`src/rtl/mlfq_task_scheduler_core_assert.svh`:
```
// ----------------------------------------------------------------------------
// Assertion macros for the task scheduler core
// Concurrent assertion wrappers; define ASSERT_OFF to drop them.
// ----------------------------------------------------------------------------
`ifndef MLFQ_TASK_SCHEDULER_CORE_ASSERT_SVH
`define MLFQ_TASK_SCHEDULER_CORE_ASSERT_SVH
`ifndef ASSERT_OFF
`define ASSERT_IMPL(lbl, clk, rst_n, ante, cons) \
lbl: assert property (@(posedge clk) disable iff (!rst_n) (ante) |-> (cons)) \
    else $error("assertion failed");
`define ASSERT_NEXT(lbl, clk, rst_n, ante, cons) \
lbl: assert property (@(posedge clk) disable iff (!rst_n) (ante) |=> (cons)) \
    else $error("assertion failed");
`else
`define ASSERT_IMPL(lbl, clk, rst_n, ante, cons)
`define ASSERT_NEXT(lbl, clk, rst_n, ante, cons)
`endif
`endif

```
`src/rtl/mlfq_ram.sv`:
```
// ----------------------------------------------------------------------------
// mlfq_ram
// Simple dual-port RAM, one write and one registered read port.
// ----------------------------------------------------------------------------
module mlfq_ram #(
    parameter int WIDTH = 8,
    parameter int DEPTH = 64
) (
    input  logic                     i_clk,
    input  logic                     i_we,
    input  logic [$clog2(DEPTH)-1:0] i_waddr,
    input  logic [WIDTH-1:0]         i_wdata,
    input  logic [$clog2(DEPTH)-1:0] i_raddr,
    output logic [WIDTH-1:0]         o_rdata
);
    logic [WIDTH-1:0] r_mem [DEPTH];
    logic [WIDTH-1:0] r_rdata;

    always_ff @(posedge i_clk) begin
        if (i_we) begin
            r_mem[i_waddr] <= i_wdata;
        end
        r_rdata <= r_mem[i_raddr];
    end

    assign o_rdata = r_rdata;
endmodule

```
`config.mk`:
```
export PLATFORM = sky130hd
export DESIGN_NAME = mlfq_ram
export DESIGN_NICKNAME = d
export VERILOG_FILES = /design/src/rtl/mlfq_task_scheduler_core_assert.svh /design/src/rtl/mlfq_ram.sv
export SDC_FILE = /design/constraint.sdc
export NUM_CORES = 1
export LEC_CHECK = 0
export BUFFER_PORTS_ARGS = -buffer_cell sky130_fd_sc_hd__buf_2
export CORE_UTILIZATION = 45
export DETAILED_ROUTE_END_ITERATION = 10
export GPL_TIMING_DRIVEN = 0
export HOLD_SLACK_MARGIN = 0.08
export SLEW_MARGIN = 20
export SYNTH_ARGS = -nofsm -noshare
export SYNTH_HDL_FRONTEND = slang
export SYNTH_SLANG_ARGS = --single-unit
```
`constraint.sdc`:
```
create_clock -name i_clk -period 3.55 [get_ports i_clk]
set_clock_uncertainty 0.2 [all_clocks]
set_input_delay 1.065 -clock i_clk [delete_from_list [all_inputs] [get_ports i_clk]]
set_output_delay 1.065 -clock i_clk [all_outputs]
set_load 0.03 [all_outputs]
```
After elaboration in Yosys (flattened, before gate mapping)
Memories as Yosys holds them, arrays and structs flattened. A register that Yosys moved wholly into a read port is not among the register bits.
Cells that the tools add are included.
{"block": "op_classes", "muxes": 2}
{"cell": "$mux 1", "n": 2}
{"block": "word_totals", "ramBits": 512, "wordCells": 3, "mem_count": 1, "ff_bits": 0}
{"memory": "r_mem", "depth": 64, "width": 8, "rd": 1, "rd_ports_with_merged_regs": 1, "wr": 1, "line": "mlfq_ram.sv:16", "source": "logic [WIDTH-1:0] r_mem [DEPTH];"}

Depth between registers and ports, before layout
Gate-level depths: netlist (run 1).
{"block": "logic_depth", "ltp_word": 2, "depth_mapped": 9}

Least setup slack after synthesis (run 1)
OpenSTA, ideal clock, no wires.
{"block": "synth_timing", "path_kind": "input port to flip-flop", "startpoint": "in i_raddr[1]", "endpoint": "reg r_rdata[3], in the netlist o_rdata[3] (read register of r_mem)", "setup_time_ns": 0.128, "stages": 7, "arrival_time_ns": 2.605, "t_required_ns": 3.222, "n_path_buf": 3, "slack_ns": 0.617, "cell_sequence": "buf_4 buf_2 buf_2 mux4_2 mux4_2 o21ai_1 o41ai_1"}
{"item": "start: declaration", "line": "mlfq_ram.sv:13", "source": "input logic [$clog2(DEPTH)-1:0] i_raddr,"}
{"item": "end: declaration", "line": "mlfq_ram.sv:17", "source": "logic [WIDTH-1:0] r_rdata;"}

==> impl_metrics.toml, run 1 <==
[final_layout]
layout.area.seq_mm2 = 0.0155
fin_area_mm2 = 0.0226
drive_gt1_frac = 0.245
n_antenna_cell = 0
area_growth_syn_to_layout_pct = 12.2
instances_no_fill = 1646
final_util = 0.511
nets = 1036
fillers = 3492
multi_input_area_mm2 = 0.00433

[status]
violations = "negative setup slack"
status = "complete, but fails checks"

[synthesis]
yosysMostFrequentCell = "edfxtp_1"
ys_seq_area_frac = 0.770
postSynthAreaPerCell_um2 = 21.5
synth-edff-count = 512
synth_area_mm2 = 0.0202
synth.distinct_cells = 40
synth_top_cell_by_area = "edfxtp_1"
syn_nets = 962
yosys_register_bits = 520
synth_top_area_share = 0.762
synth.area.top_cells = "edfxtp_1, mux4_2, nor2_1, mux2i_1, dfxtp_1"
yosys-top-cells-count = "edfxtp_1, mux4_2, nor2_1"
synthCells = 940
ys_warn_count = 0
async_flop_share = 0
synth_flop_cell = "edfxtp_1"

[sta]
drv_slew = 0
min_period_ns = 3.56
fin_crit_sh = 1.00
finalHoldViolCount = 0
fmaxAchievable_mhz = 281
slew_headroom = 0.340
whs_ns = 0.722
rsz0062_at_grt = "false"
tns_ns = -0.0121
worstMarginPinSlew_ns = 0.987
setup_viol = 1
fin_ws_ns = -0.0121

[critical_path]
cp-start-kind = "input pin"
end_kind = "flop"
required_ns = 3.78
crit_type = "in2reg"
path_max_fanout = 10
crit_arrival_ns = 3.79

[global_route]
gr-total-overflow = 0
grt_pass1_vias = 9798
grt_max_degree = 65
grt_use_total = 0.221
antenna_found_initial = 0
grt_pass1_wl_um = 69700

[power_and_ir_drop]
p_int_uw = 9990
power_switching_uw = 2690
pwr-share-seq = 0.537
vdd_drop_max_mv = 0.359
sw_frac_of_total = 0.212
p_comb_frac = 0.055
powerDensity_mw_per_mm2 = 560
clkPwrFrac = 0.408
leakagePower_uw = 0.00698

[placed_design]
gp_congestion = 0.966
dp_hpwl_um = 30300
dp.cells = 1553
port_buffers = 21
dpl-instance-area_mm2 = 0.0210

[detailed_routing]
first_iter_violations = 1155
drt_pass1_iterations = 8
drc = 0
ant_nets = 0
vias_per_cell = 5.90
vias = 9717
wl_per_cell_um = 29.5
routed_wl_um = 48600

[run]
drv_cap = 0

[clock_network]
clk_latency_ns = 0.59
cts_post_setup_buffers_inserted = 0
cts_root_buffer = "clkbuf_16"
cts_num_sinks = 520
cts.clk_slew.worst_paths_ns = 0.06
cts_buffer_depth = 3
numCtsBuffers = 51
cts_tree = "yes"
htreeDepth = 2

[floorplanning]
die_area_mm2 = 0.0457
die_width_um = 214
start_util = 0.456
ioPinCount = 30
die_h_um = 214
core_mm2 = 0.0442
fp-row-count = 77

[min_path]
hold_path_class = "reg2reg"
## final timing paths
path                                             start                 end  slack [ns]  cells past startpoint
worst max-delay path                        i_raddr[1]  o_rdata[3]$_DFF_P_       -0.01                      9
worst min-delay path             r_mem[7][7]$_DFFE_PP_  o_rdata[7]$_DFF_P_        0.72                      4
worst max register to register  r_mem[29][6]$_DFFE_PP_  o_rdata[6]$_DFF_P_        1.18                      5
worst min register to register   r_mem[7][7]$_DFFE_PP_  o_rdata[7]$_DFF_P_        0.72                      4
## cell usage in the layout (no fill, tap or decap), types with 3 or more instances in the layout
master / netlist / final
nand2b_1: 7 / 7
clkinv_2: 0 / 6
nor2_1: 83 / 83
a22oi_1: 3 / 3
nor3_1: 7 / 5
buf_4: 13 / 21
o2111ai_1: 3 / 3
a221oi_1: 6 / 6
nand2_1: 19 / 19
bufinv_16: 0 / 3
a21oi_1: 3 / 3
nand3b_1: 3 / 3
buf_2: 11 / 24
nor2b_1: 14 / 14
mux2i_1: 23 / 23
clkbuf_16: 0 / 53
a211oi_1: 4 / 4
o221ai_1: 8 / 8
clkbuf_1: 17 / 36
o22ai_1: 8 / 8
mux2_2: 13 / 13
nand3_1: 13 / 13
dfxtp_1: 8 / 8
buf_1: 4 / 3
buf_6: 4 / 4
o2bb2ai_1: 3 / 3
mux4_2: 126 / 126
clkinv_1: 0 / 11
edfxtp_1: 512 / 512
## layer usage
| layer | track usage | routed length, um |
|---|---|---|
| met5 | 0 | 0 |
| met2 | 0.343 | 22700 |
| met1 | 0.318 | 21000 |
| met3 | 0.0394 | 3400 |
| met4 | 0.0746 | 1420 |
## flip-flops by register name, summed over array words and instances (netlist names)
signal / count
o_rdata: 8
r_mem: 512
## power groups by stage
stage,logic [uW],clock network (uW),registers (uW)
after CTS,700,5240,6810
after global placement,689,0,6940
after global routing,735,5470,6810
final,701,5170,6810
after floorplan,362,0,6960
after detailed placement,698,0,6940
## logic make-up (layout without fill, tap and decap cells)
family / Yosys count / count (layout) / share of synthesized area
multiplexers: 162 / 162 / 0.159
buffers and inverters: 51 / 165 / 0.0157
AND/OR/NAND/NOR: 153 / 153 / 0.0339
AO/OA/AOI/OAI: 54 / 54 / 0.0207
flip-flops: 520 / 520 / 0.770
## through the flow
step | total power (uW) | worst slack (ns)
floorplan | 7320 | 0.617
global placement | 7630 | -0.689
detailed placement | 7640 | -0.693
CTS | 12700 | 0.0892
global route | 13000 | 0.0106
finish | 12700 | -0.0121
## critical path, cell delays in order
cell	delay (ns)
buf_4	0.18
buf_2	0.35
buf_4	0.34
buf_2	0.40
nand3_1	0.46
o221ai_1	0.48
a21oi_1	0.07
o21ai_1	0.23
o41ai_1	0.20
## what timing repair did
action	CTS	global route
resized for setup	2	0
endpoints found under the setup margin	1	0
hold buffers	0	0
## final cells by class
cell class,count,area share
Sequential cell,520,0.687
Multi-Input combinational cell,369,0.191
Clock buffer,72,0.0618
Tap cell,592,0.0327
Buffer,51,0.0143
Clock inverter,21,0.00752
Timing Repair Buffer,21,0.00553
Power figures use the tool's default switching activity.
==> inputs of run 2 (changes only) <==
==> constraint.sdc (replaced) <==
create_clock -name i_clk -period 3.7 [get_ports i_clk]
set_clock_uncertainty 0.2 [all_clocks]
set_input_delay 0.37 -clock i_clk [delete_from_list [all_inputs] [get_ports i_clk]]
set_output_delay 0.37 -clock i_clk [all_outputs]
set_load 0.03 [all_outputs]
==> run 2 against run 1 <==
The flow now finishes without violations. Final cell count hardly changed. Core utilization is essentially flat. Non-clock buffer count grew 1. Global-route usage hardly changed. Register-to-register slack improved by 0.17 ns. Sequential power fell by 4.1%. Highest routed layer unchanged. Sequential cell count is the same. Total power fell by 4.0%. First-iteration DRC count is 7.4% lower.
==> impl_metrics.toml, run 2 (same netlist as run 1, synthesis figures left out) <==
[power_and_ir_drop]
power_switching_uw = 2580
p_comb_frac = 0.055
vdd_drop_max_mv = 0.346
sw_frac_of_total = 0.212
leakagePower_uw = 0.00698
powerDensity_mw_per_mm2 = 538
clkPwrFrac = 0.408
p_int_uw = 9580
pwr-share-seq = 0.537

[final_layout]
final_cell_mix = "edfxtp_1, mux4_2, nor2_1"
largest-register = "r_mem"
fin_area_mm2 = 0.0226
area_growth_syn_to_layout_pct = 12.2
n_antenna_cell = 0
drive_gt1_frac = 0.244
final_common_cell = "edfxtp_1"
largest_register_ffs = 512
nets = 1037

[global_route]
grt_max_degree = 65
grt_pass1_vias = 9812
grt_use_met2 = 0.343
busiest_layer = "met2"
gr-total-overflow = 0
grt_use_total = 0.221
met3_usage = 0.0395
antenna_found_initial = 0
grt_pass1_wl_um = 69700
use_met1 = 0.318

[critical_path]
crit_arrival_ns = 3.23
slowest_stage = "buf_1"
end_kind = "flop"
crit_start = "i_raddr[1]"
cp.buffers_inverters = 3
path_cells = "buf_4, buf_2, buf_1, nand2_1, o221ai_1, nor2_1, nor3_1, o32ai_1"
crit_family = "buffers and inverters"
rr_worst_depth = 5
required_ns = 3.93
cp.depth = 8
timing.rr.start = "r_mem[29][6]$_DFFE_PP_"
r2r_slack_ns = 1.35
cp-start-kind = "input pin"
crit_type = "in2reg"
crit_path_end = "o_rdata[6]$_DFF_P_"
path_max_fanout = 10
crit_path_max_incr_delay_ns = 0.88
r2r_end = "o_rdata[6]$_DFF_P_"

[sta]
tns_ns = 0
drv_slew = 0
fmaxAchievable_mhz = 333
slew_headroom = 0.252
worstMarginPinSlew_ns = 1.12
min_period_ns = 3.01
rsz0062_at_grt = "false"
setup_viol = 0
finalHoldViolCount = 0
fin_crit_sh = 0.813

[floorplanning]
fp-row-count = 77
ioPinCount = 30
die_area_mm2 = 0.0457
core_mm2 = 0.0442
die_h_um = 214
start_util = 0.456
die_width_um = 214

[clock_network]
cts_resized = 0
cts_num_sinks = 520
cts.clk_slew.worst_paths_ns = 0.06
cts_root_buffer = "clkbuf_16"
numCtsBuffers = 51
cts_hold_buf = 1
clk_latency_ns = 0.59
htreeDepth = 2
cts_tree = "yes"
cts_buffer_depth = 3
cts_post_setup_buffers_inserted = 0

[placed_design]
dpl-instance-area_mm2 = 0.0210
port_buffers = 21
dp_hpwl_um = 30300
gp_congestion = 0.966

[min_path]
hold_path_class = "in2reg"

[status]
status = "complete, no violations"

[detailed_routing]
wl_per_cell_um = 29.5
routed_wl_um = 48600
first_iter_violations = 1070
vias = 9713
ant_nets = 0
drt_pass1_iterations = 7
vias_per_cell = 5.90
drc = 0

[run]
drv_cap = 0
==> run 2: worst min path at each step <==
stage / start / endpoint / slack [ns] / cells past startpoint
final: i_wdata[3] / r_mem[48][3]$_DFFE_PP_ / 0.14 / 1
after global routing: i_wdata[7] / r_mem[35][7]$_DFFE_PP_ / 0.16 / 1
after CTS: i_wdata[0] / r_mem[13][0]$_DFFE_PP_ / 0.19 / 1
after detailed placement: o_rdata[2]$_DFF_P_ / o_rdata[2] / 0.60 / 1
after global placement: o_rdata[2]$_DFF_P_ / o_rdata[2] / 0.60 / 1
after floorplan: i_wdata[0] / r_mem[0][0]$_DFFE_PP_ / 0.27 / 0
==> run 2: power groups by stage <==
stage	sequential (uW)	combinational [uW]	clock, uW
floorplan	6680	347	0
global placement	6660	661	0
detailed placement	6660	670	0
CTS	6530	672	5030
global route	6530	705	5250
finish	6530	672	4960
==> run 2: metal layers <==
layer | vias to the layer above | wire length [um]
met5 | - | 0
met4 | 0 | 1460
met3 | 89 | 3460
met2 | 388 | 22700
met1 | 5169 | 21000
li1 | 4067 | -
==> run 2: cell type report <==
cell class | count | area (um^2)
fillers | 3488 | 21600
well taps | 592 | 741
clock buffers | 72 | 1400
multi-input cells | 369 | 4330
flip-flops and latches | 520 | 15500
repair buffers | 22 | 135
clock inverters | 21 | 170
plain buffers | 51 | 317
==> run 2: worst reg2reg max path, cell delays in order, from the launching register on <==
cell	delay (ns)
edfxtp_1	0.36
mux4_2	0.47
mux2_2	0.31
o221a_2	0.29
nor3_1	0.34
o32ai_1	0.22
==> run 2: through the flow <==
stage / hold slack, ns / std cells / setup WS, ns / power (uW) / utilization
2_1_floorplan: 0.269 / 940 / 1.46 / 7020 / -
3_3_place_gp: 0.604 / 1553 / 0.156 / 7320 / 0.475
3_5_place_dp: 0.604 / 1553 / 0.152 / 7330 / 0.475
4_1_cts: 0.192 / 1647 / 0.781 / 12200 / 0.511
5_1_grt: 0.156 / 1647 / 0.709 / 12500 / 0.512
6_report: 0.144 / 1647 / 0.693 / 12200 / 0.512
